===== config.mk =====
export PLATFORM = sky130hd
export DESIGN_NAME = bootloader_program_packet_framer_core
export DESIGN_NICKNAME = d
export VERILOG_FILES = /design/src/rtl/bppf_pkg.sv /design/src/rtl/bppf_front.sv /design/src/rtl/bppf_queue.sv /design/src/rtl/bppf_back.sv /design/src/rtl/bootloader_program_packet_framer_core.sv
export SDC_FILE = /design/constraint.sdc
export NUM_CORES = 1
export LEC_CHECK = 0
export BUFFER_PORTS_ARGS = -buffer_cell sky130_fd_sc_hd__buf_2
export CAP_MARGIN = 15
export CORE_MARGIN = 10
export CORE_UTILIZATION = 35
export DETAILED_ROUTE_END_ITERATION = 16
export GPL_TIMING_DRIVEN = 1
export PLACE_DENSITY_LB_ADDON = 0.2
export SLEW_MARGIN = 10
export SYNTH_ARGS = -nofsm -noshare
export SYNTH_HDL_FRONTEND = slang
export SYNTH_SLANG_ARGS = --single-unit

===== constraint.sdc =====
create_clock -name clk -period 6.01 [get_ports clk]
set_clock_uncertainty 0.2 [all_clocks]
set_input_delay 0.9015 -clock clk [delete_from_list [all_inputs] [get_ports clk]]
set_output_delay 0.9015 -clock clk [all_outputs]
set_load 0.005 [all_outputs]

===== src/rtl/bppf_pkg.sv =====
package bppf_pkg;

  localparam int unsigned CFG_IDX_W = 2;

  localparam logic [CFG_IDX_W-1:0] REG_HEADER  = 2'd0;
  localparam logic [CFG_IDX_W-1:0] REG_COMMAND = 2'd1;
  localparam logic [CFG_IDX_W-1:0] REG_ADDRESS = 2'd2;
  localparam logic [CFG_IDX_W-1:0] REG_LENGTH  = 2'd3;

  localparam logic [2:0] KIND_HEADER  = 3'd0;
  localparam logic [2:0] KIND_LENGTH  = 3'd1;
  localparam logic [2:0] KIND_COMMAND = 3'd2;
  localparam logic [2:0] KIND_ADDRESS = 3'd3;
  localparam logic [2:0] KIND_DATA    = 3'd4;
  localparam logic [2:0] KIND_CRC     = 3'd5;

  localparam logic [31:0] CRC_POLY = 32'hEDB8_8320;
  localparam logic [31:0] CRC_INIT = 32'hFFFF_FFFF;

  localparam logic [15:0] PREAMBLE_LEN = 16'd5;

  // one classified data byte, with the framing fields of its chunk
  typedef struct packed {
    logic [7:0]  data;
    logic        first;
    logic        last_in_chunk;
    logic [7:0]  hdr;
    logic [7:0]  cmd;
    logic [31:0] addr;
    logic [15:0] plen;
  } entry_t;

  // reflected crc-32, one byte
  function automatic logic [31:0] crc_byte(logic [31:0] crc, logic [7:0] b);
    logic [31:0] r;
    r = crc ^ {24'd0, b};
    for (int i = 0; i < 8; i++) begin
      r = r[0] ? ((r >> 1) ^ CRC_POLY) : (r >> 1);
    end
    return r;
  endfunction

endpackage


===== src/rtl/bppf_front.sv =====
module bppf_front #(
  parameter int unsigned MAX_CHUNK = 128
) (
  input  logic                            clk,
  input  logic                            rst_n,
  input  logic                            cfg_valid,
  input  logic [bppf_pkg::CFG_IDX_W-1:0]  cfg_index,
  input  logic [31:0]                     cfg_data,
  input  logic                            in_take,
  input  logic [7:0]                      in_data_byte,
  output logic                            push,
  output bppf_pkg::entry_t                push_entry
);
  import bppf_pkg::*;

  localparam int unsigned CW = $clog2(MAX_CHUNK + 1);
  localparam logic [15:0] MaxChunk16 = 16'(MAX_CHUNK);

  logic [7:0]    hdr_r, hdr_nxt;
  logic [7:0]    cmd_r, cmd_nxt;
  logic [31:0]   addr_r, addr_nxt;
  logic [15:0]   total_r, total_nxt;
  logic [CW-1:0] chunk_r, chunk_nxt;

  logic          first;
  logic [15:0]   len16;
  logic [CW-1:0] chunk_cur;

  assign first     = (chunk_r == '0);
  assign len16     = (total_r < MaxChunk16) ? total_r : MaxChunk16;
  assign chunk_cur = first ? len16[CW-1:0] : chunk_r;
  assign push      = in_take && (total_r != 16'd0);

  always_comb begin
    push_entry.data          = in_data_byte;
    push_entry.first         = first;
    push_entry.last_in_chunk = (chunk_cur == CW'(1));
    push_entry.hdr           = hdr_r;
    push_entry.cmd           = cmd_r;
    push_entry.addr          = addr_r;
    push_entry.plen          = len16 + PREAMBLE_LEN;
  end

  always_comb begin
    hdr_nxt   = hdr_r;
    cmd_nxt   = cmd_r;
    addr_nxt  = addr_r;
    total_nxt = total_r;
    chunk_nxt = chunk_r;
    if (push) begin
      total_nxt = total_r - 16'd1;
      chunk_nxt = chunk_cur - CW'(1);
      if (first) begin
        addr_nxt = addr_r + {16'd0, len16};
      end
    end
    // the user keeps this written only while idle, so it never collides with a push; not enforced by the block
    if (cfg_valid) begin
      case (cfg_index)
        REG_HEADER:  hdr_nxt = cfg_data[7:0];
        REG_COMMAND: cmd_nxt = cfg_data[7:0];
        REG_ADDRESS: addr_nxt = cfg_data;
        REG_LENGTH: begin
          total_nxt = cfg_data[15:0];
          chunk_nxt = '0;
        end
        default: ;
      endcase
    end
  end

  always_ff @(posedge clk) begin
    if (!rst_n) begin
      hdr_r   <= 8'd128;
      cmd_r   <= 8'd32;
      addr_r  <= 32'd0;
      total_r <= 16'd0;
      chunk_r <= '0;
    end else begin
      hdr_r   <= hdr_nxt;
      cmd_r   <= cmd_nxt;
      addr_r  <= addr_nxt;
      total_r <= total_nxt;
      chunk_r <= chunk_nxt;
    end
  end

endmodule


===== src/rtl/bppf_queue.sv =====
module bppf_queue (
  input  logic             clk,
  input  logic             rst_n,
  input  logic             push,
  input  bppf_pkg::entry_t push_entry,
  input  logic             pop,
  output logic             full,
  output logic             head_valid,
  output bppf_pkg::entry_t head
);
  import bppf_pkg::*;

  entry_t     mem_r [2];
  logic       wr_ptr_r, wr_ptr_nxt;
  logic       rd_ptr_r, rd_ptr_nxt;
  logic [1:0] count_r, count_nxt;

  assign full       = (count_r == 2'd2);
  assign head_valid = (count_r != 2'd0);
  assign head       = mem_r[rd_ptr_r];

  always_comb begin
    wr_ptr_nxt = push ? ~wr_ptr_r : wr_ptr_r;
    rd_ptr_nxt = pop ? ~rd_ptr_r : rd_ptr_r;
    count_nxt  = count_r + {1'b0, push} - {1'b0, pop};
  end

  always_ff @(posedge clk) begin
    if (push) begin
      mem_r[wr_ptr_r] <= push_entry;
    end
  end

  always_ff @(posedge clk) begin
    if (!rst_n) begin
      wr_ptr_r <= 1'b0;
      rd_ptr_r <= 1'b0;
      count_r  <= 2'd0;
    end else begin
      wr_ptr_r <= wr_ptr_nxt;
      rd_ptr_r <= rd_ptr_nxt;
      count_r  <= count_nxt;
    end
  end

endmodule


===== src/rtl/bppf_back.sv =====
module bppf_back (
  input  logic             clk,
  input  logic             rst_n,
  input  logic             head_valid,
  input  bppf_pkg::entry_t head,
  output logic             pop,
  output logic             out_valid,
  input  logic             out_stall,
  output logic [7:0]       out_byte,
  output logic [2:0]       out_byte_kind,
  output logic             out_frame_end,
  output logic             out_last
);
  import bppf_pkg::*;

  typedef enum logic [3:0] {
    PH_IDLE = 4'b0001,
    PH_PRE  = 4'b0010,
    PH_BODY = 4'b0100,
    PH_CRC  = 4'b1000
  } phase_t;

  phase_t      ph_r, ph_nxt;
  logic [2:0]  cnt_r, cnt_nxt;
  logic [31:0] crc_r, crc_nxt;
  logic        valid_r, valid_nxt;
  logic [7:0]  byte_r;
  logic [2:0]  kind_r;
  logic        end_r;
  logic        last_r;

  logic        out_ld;
  logic        prod;
  logic        crc_en;
  logic [7:0]  ob;
  logic [2:0]  ok;
  logic        oe;
  logic        ol;
  logic [31:0] crc_upd;
  logic [31:0] addr_sh;
  logic [31:0] crc_sh;

  assign out_ld  = !valid_r || !out_stall;
  assign crc_upd = crc_byte(crc_r, ob);
  assign addr_sh = head.addr >> {cnt_r[1:0], 3'b000};
  assign crc_sh  = crc_r >> {cnt_r[1:0], 3'b000};

  always_comb begin
    ph_nxt  = ph_r;
    cnt_nxt = cnt_r;
    crc_nxt = crc_r;
    pop     = 1'b0;
    prod    = 1'b0;
    crc_en  = 1'b0;
    ob      = head.data;
    ok      = KIND_DATA;
    oe      = 1'b0;
    ol      = 1'b0;
    case (ph_r)
      PH_IDLE, PH_BODY: begin
        if (out_ld && head_valid) begin
          prod = 1'b1;
          if (ph_r == PH_IDLE && head.first) begin
            ob      = head.hdr;
            ok      = KIND_HEADER;
            crc_nxt = CRC_INIT;
            cnt_nxt = 3'd1;
            ph_nxt  = PH_PRE;
          end else begin
            crc_en = 1'b1;
            pop    = 1'b1;
            if (head.last_in_chunk) begin
              cnt_nxt = 3'd0;
              ph_nxt  = PH_CRC;
            end else begin
              ol     = 1'b1;
              ph_nxt = PH_IDLE;
            end
          end
        end
      end
      PH_PRE: begin
        if (out_ld) begin
          prod    = 1'b1;
          cnt_nxt = cnt_r + 3'd1;
          case (cnt_r)
            3'd1: begin
              ob = head.plen[7:0];
              ok = KIND_LENGTH;
            end
            3'd2: begin
              ob = head.plen[15:8];
              ok = KIND_LENGTH;
            end
            3'd3: begin
              ob     = head.cmd;
              ok     = KIND_COMMAND;
              crc_en = 1'b1;
            end
            default: begin
              ob     = addr_sh[7:0];
              ok     = KIND_ADDRESS;
              crc_en = 1'b1;
            end
          endcase
          if (cnt_r == 3'd7) begin
            ph_nxt = PH_BODY;
          end
        end
      end
      PH_CRC: begin
        if (out_ld) begin
          prod    = 1'b1;
          ob      = crc_sh[7:0];
          ok      = KIND_CRC;
          cnt_nxt = cnt_r + 3'd1;
          if (cnt_r == 3'd3) begin
            oe     = 1'b1;
            ol     = 1'b1;
            ph_nxt = PH_IDLE;
          end
        end
      end
      default: ph_nxt = PH_IDLE;
    endcase
    if (crc_en) begin
      crc_nxt = crc_upd;
    end
  end

  always_comb begin
    if (prod) begin
      valid_nxt = 1'b1;
    end else if (!out_stall) begin
      valid_nxt = 1'b0;
    end else begin
      valid_nxt = valid_r;
    end
  end

  always_ff @(posedge clk) begin
    if (prod) begin
      byte_r <= ob;
      kind_r <= ok;
      end_r  <= oe;
      last_r <= ol;
    end
  end

  always_ff @(posedge clk) begin
    if (!rst_n) begin
      ph_r    <= PH_IDLE;
      cnt_r   <= 3'd0;
      crc_r   <= CRC_INIT;
      valid_r <= 1'b0;
    end else begin
      ph_r    <= ph_nxt;
      cnt_r   <= cnt_nxt;
      crc_r   <= crc_nxt;
      valid_r <= valid_nxt;
    end
  end

  assign out_valid     = valid_r;
  assign out_byte      = byte_r;
  assign out_byte_kind = kind_r;
  assign out_frame_end = end_r;
  assign out_last      = last_r;

`ifndef SYNTHESIS
  // the chunk's entry stays at the queue head through its preamble
  a_pre_has_head: assert property (@(posedge clk) disable iff (!rst_n)
    (ph_r == PH_PRE || ph_r == PH_BODY) |-> head_valid)
    else $error("preamble running without a queued entry");

  a_end_is_last_crc: assert property (@(posedge clk) disable iff (!rst_n)
    (valid_r && end_r) |-> (last_r && kind_r == KIND_CRC))
    else $error("frame end not on the closing crc byte");

  // a stalled header keeps the first preamble step in place
  a_header_after_idle: assert property (@(posedge clk) disable iff (!rst_n)
    (ph_r == PH_PRE && cnt_r == 3'd1) |->
      $past(ph_r == PH_IDLE || (ph_r == PH_PRE && cnt_r == 3'd1)))
    else $error("preamble entered other than from idle");
`endif

endmodule


===== src/rtl/bootloader_program_packet_framer_core.sv =====
// Cuts image bytes into program-data packets of at most MAX_CHUNK data bytes:
// header, 16-bit length, command, 4-byte address, data, then a reflected CRC-32
// over command, address and data (start all ones, no final inversion), each
// multi-byte field low byte first. A front end classifies each accepted byte
// and a two-entry queue feeds the byte sequencer, which drives one output byte
// per cycle while out_stall is low and the queue is not empty, through a
// registered output stage. A chunk's first byte is preceded by eight preamble
// bytes and its last is followed by four CRC bytes, so n data bytes give n + 12
// output bytes. Bytes past total_length are accepted and dropped. The user must
// configure only while idle, which is not enforced; cfg_ready is always high.
module bootloader_program_packet_framer_core #(
  parameter int unsigned MAX_CHUNK = 128
) (
  input  logic                            clk,
  input  logic                            rst_n,
  input  logic                            cfg_valid,
  output logic                            cfg_ready,
  input  logic [bppf_pkg::CFG_IDX_W-1:0]  cfg_index,
  input  logic [31:0]                     cfg_data,
  input  logic                            in_valid,
  output logic                            in_stall,
  input  logic [7:0]                      in_data_byte,
  output logic                            out_valid,
  input  logic                            out_stall,
  output logic [7:0]                      out_byte,
  output logic [2:0]                      out_byte_kind,
  output logic                            out_frame_end,
  output logic                            out_last
);
  import bppf_pkg::*;

  logic   push;
  entry_t push_entry;
  logic   pop;
  logic   full;
  logic   head_valid;
  entry_t head;

  assign cfg_ready = 1'b1;
  assign in_stall  = full;

  bppf_front #(
    .MAX_CHUNK(MAX_CHUNK)
  ) u_front (
    .clk         (clk),
    .rst_n       (rst_n),
    .cfg_valid   (cfg_valid),
    .cfg_index   (cfg_index),
    .cfg_data    (cfg_data),
    .in_take     (in_valid && !full),
    .in_data_byte(in_data_byte),
    .push        (push),
    .push_entry  (push_entry)
  );

  bppf_queue u_queue (
    .clk       (clk),
    .rst_n     (rst_n),
    .push      (push),
    .push_entry(push_entry),
    .pop       (pop),
    .full      (full),
    .head_valid(head_valid),
    .head      (head)
  );

  bppf_back u_back (
    .clk          (clk),
    .rst_n        (rst_n),
    .head_valid   (head_valid),
    .head         (head),
    .pop          (pop),
    .out_valid    (out_valid),
    .out_stall    (out_stall),
    .out_byte     (out_byte),
    .out_byte_kind(out_byte_kind),
    .out_frame_end(out_frame_end),
    .out_last     (out_last)
  );

endmodule

==> results_dict.tcl <==
set metrics [dict create \
    outcome "completed" \
    cp-end-kind "flop" \
    cts-root-buf "clkbuf_16" \
    grt_first_pass_wirelength_um 53800 \
    async_reset_ff_frac 0 \
    hold_path.class "reg -> reg" \
    fillers 3712 \
    antenna_found_initial 0 \
    area_growth_syn_to_layout_pct 14.1 \
    startpoint_type "flop" \
    hold_violations 0 \
    grt_pass1_vias 9213 \
    startpoint "u_front.total_r[13]" \
    wire_per_inst_um 19.2 \
    cts_tree "yes" \
    overflow 0 \
    diodes 0 \
    cts.sinks 278 \
    path_clk_slew_ps 60 \
    reg2reg_to "u_front.addr_r[31]" \
    placed_area_mm2 0.0144 \
    start_util 0.357 \
    synthMuxAreaShare 0.0700 \
    drtIter0Drc 593 \
    reg2reg_depth 13 \
    post-route-period-util 0.800 \
    worstPathCellList "or4_1 -> nor3_2 -> and2_1 -> ha_1 -> o21a_1 -> o21a_1 -> o21ai_0 -> a21oi_1 -> a221o_1 -> o31ai_1 -> nor2_1 -> xnor2_1 -> a21oi_1" \
    synthSimpleGateAreaFrac 0.124 \
    drive_above_1_share 0.149 \
    yosys.area.top_type "edfxtp_1" \
    hpwl_um 23900 \
    ys.flop_type "edfxtp_1" \
    vias 9234 \
    critPathRequiredTime_ps 6210 \
    synth_top_family_by_area "compound AO/OA/AOI/OAI gates" \
    ys_seq_elements 278 \
    ys_types 80 \
    fin_nets 1324 \
    core-area_mm2 0.0378 \
    synth_area_mm2 0.0135 \
    port-buffer-count 61 \
    grt.total_usage 0.144 \
    dr_wl_met2_um 16100 \
    grt_max_degree 57 \
    drt-met1-wl_um 15800 \
    r2r_setup_slack_ps 1200 \
    clk_latency_ps 550 \
    final_area_mm2 0.0154 \
    synth.yosys.seq_area_share 0.531 \
    postCtsSetupRepairBufs 0 \
    ys_warn_count 0 \
    synthAdderAreaFrac 0.0232 \
    htree_levels 1 \
    power.density_mw_per_mm2 581 \
    avgViaCountPerCell 5.17 \
    fin_crit_ps 4810 \
    dieArea_mm2 0.0469 \
    vdd_drop_max_uv 326 \
    worstSetupPathType "reg -> reg" \
    synth_common_cells "161 x edfxtp_1, 117 x dfxtp_1, 110 x nor2_1" \
    top_layer "met4" \
    synth_edf_count 161 \
    globalplace.congestion 0.858 \
    critPathCapture "u_front.addr_r[31]" \
    critical_path.slowest_cell "o31ai_1" \
    post_cts_resize_count 0 \
    wl_met3_um 1700 \
    synthTopCellsByArea "edfxtp_1 36%, dfxtp_1 17%, xnor2_1 4.5%" \
    setup_viol 0 \
    die_h_um 216 \
    holdWs_ps 258 \
    synth_xor_xnor_area_share 0.0934 \
    p_leak_uw 0.00555 \
    io_pins 63 \
    max_stage_delay_ps 910 \
    fin_setup_tns_ps 0 \
    r2r_start "u_front.total_r[13]" \
    tightest_slew_ps 1140 \
    postCtsHoldBufs 0 \
    syn_area_per_cell_um2 11.5 \
    arrival_ps 5010 \
    die_w_um 216 \
    firstDrtPassIters 5 \
    drc 0 \
    cts-buffers-inserted 30 \
    synth_top_area_share 0.358 \
    maxCapViolations 0 \
    power_uw 8960 \
    synth_most_common_cell "edfxtp_1" \
    grt_setup_unrepaired "false" \
    slew_headroom 0.236 \
    cts_buffer_depth 3 \
    synthCells 1178 \
    path_max_fanout 10 \
    row_count 71 \
    wl_um 34300 \
    ant_nets 0 \
    synth-compound-area-share 0.130 \
    fmax_ghz 0.208 \
    finalMaxSlewViolations 0 \
]
-- worst max-delay path: cells and delay by family, from the launching register on --
kind / cells / cell delay, ps
xor gates and xnor gates: 1 / 190
DFF: 1 / 330
and+or+nand+nor: 4 / 1590
AOI/OAI and AO/OA: 7 / 2040
adders and majority gates: 1 / 300
-- layout make-up --
class                      count  area [um^2]  share of cell area
inverter                      23         86.3             0.00560
multi-input combinational    839         6060               0.393
tap                          511          639              0.0415
clock buffer                  46          892              0.0578
timing repair buffer          80          448              0.0290
clock inverter                10          123             0.00795
sequential                   278         7180               0.465
-- state kept, by name, indices dropped and copies added, names as in the netlist, named ones only --
| name | cells |
|---|---|
| u_back.crc_r | 32 |
| u_back.out_byte_kind | 3 |
| u_back.out_valid | 1 |
| u_back.ph_r | 4 |
| u_queue.rd_ptr_r | 1 |
| u_back.cnt_r | 3 |
| u_front.hdr_r | 8 |
| u_front.addr_r | 32 |
| u_queue.wr_ptr_r | 1 |
| u_back.out_last | 1 |
| u_queue.mem_r | 148 |
| u_back.out_byte | 8 |
| u_queue.count_r | 2 |
| u_front.cmd_r | 8 |
| u_front.total_r | 16 |
| u_back.out_frame_end | 1 |
| u_front.chunk_r | 8 |
-- per-stage QoR --
stage	utilization	std cells	worst slack (ps)
after CTS	0.408	1787	1190
final	0.408	1787	1200
after global routing	0.408	1787	695
after detailed placement	0.381	1731	1210
after global placement	0.381	1731	1350
after floorplan	-	1200	810
-- where the power goes --
group	switching (uW)	internal [uW]
Combinational	2340	1890
Sequential	314	2540
Clock	738	1140
-- layer usage --
metal | vias to the layer above | global-route usage
li1 | 4494 | -
met1 | 4518 | 0.194
met2 | 177 | 0.235
met3 | 45 | 0.0248
met4 | 0 | 0.0329
met5 | - | 0
-- cells by family (layout without fill, tap and decap cells) --
| kind of cell | Yosys count | after routing |
|---|---|---|
| AO/OA/AOI/OAI | 259 | 259 |
| XOR/XNOR | 120 | 120 |
| adder cells (fa/ha/maj) | 25 | 25 |
| buffers and inverters | 83 | 159 |
| flip-flops | 278 | 278 |
| multiplexers | 63 | 63 |
| other | 2 | 24 |
| AND/OR/NAND/NOR | 348 | 348 |
-- placed cells by master (no fill, tap or decap), types with 31 or more instances in the layout --
cell       instances
nor2_1           109
xnor2_1           69
nand2_1           85
buf_2             61
edfxtp_1         161
mux2i_1           33
dfxtp_1          116
a21oi_1           64
o21ai_0           61
xor2_1            35
nor3_1            39
clkbuf_16         31
-- worst min path at each step --
stage                                 to  cells after the start        startpoint  slack, ps
floorplan           u_queue.mem_r[0][56]                      0  u_front.hdr_r[0]        220
global placement    u_queue.mem_r[0][58]                      0  u_front.hdr_r[2]        240
CTS                 u_queue.mem_r[0][58]                      0  u_front.hdr_r[2]        260
global route        u_queue.mem_r[0][60]                      0  u_front.hdr_r[4]        270
detailed placement  u_queue.mem_r[1][60]                      0  u_front.hdr_r[4]        240
finish              u_queue.mem_r[1][60]                      0  u_front.hdr_r[4]        260
No activity file was read; power rests on OpenSTA's default activity.
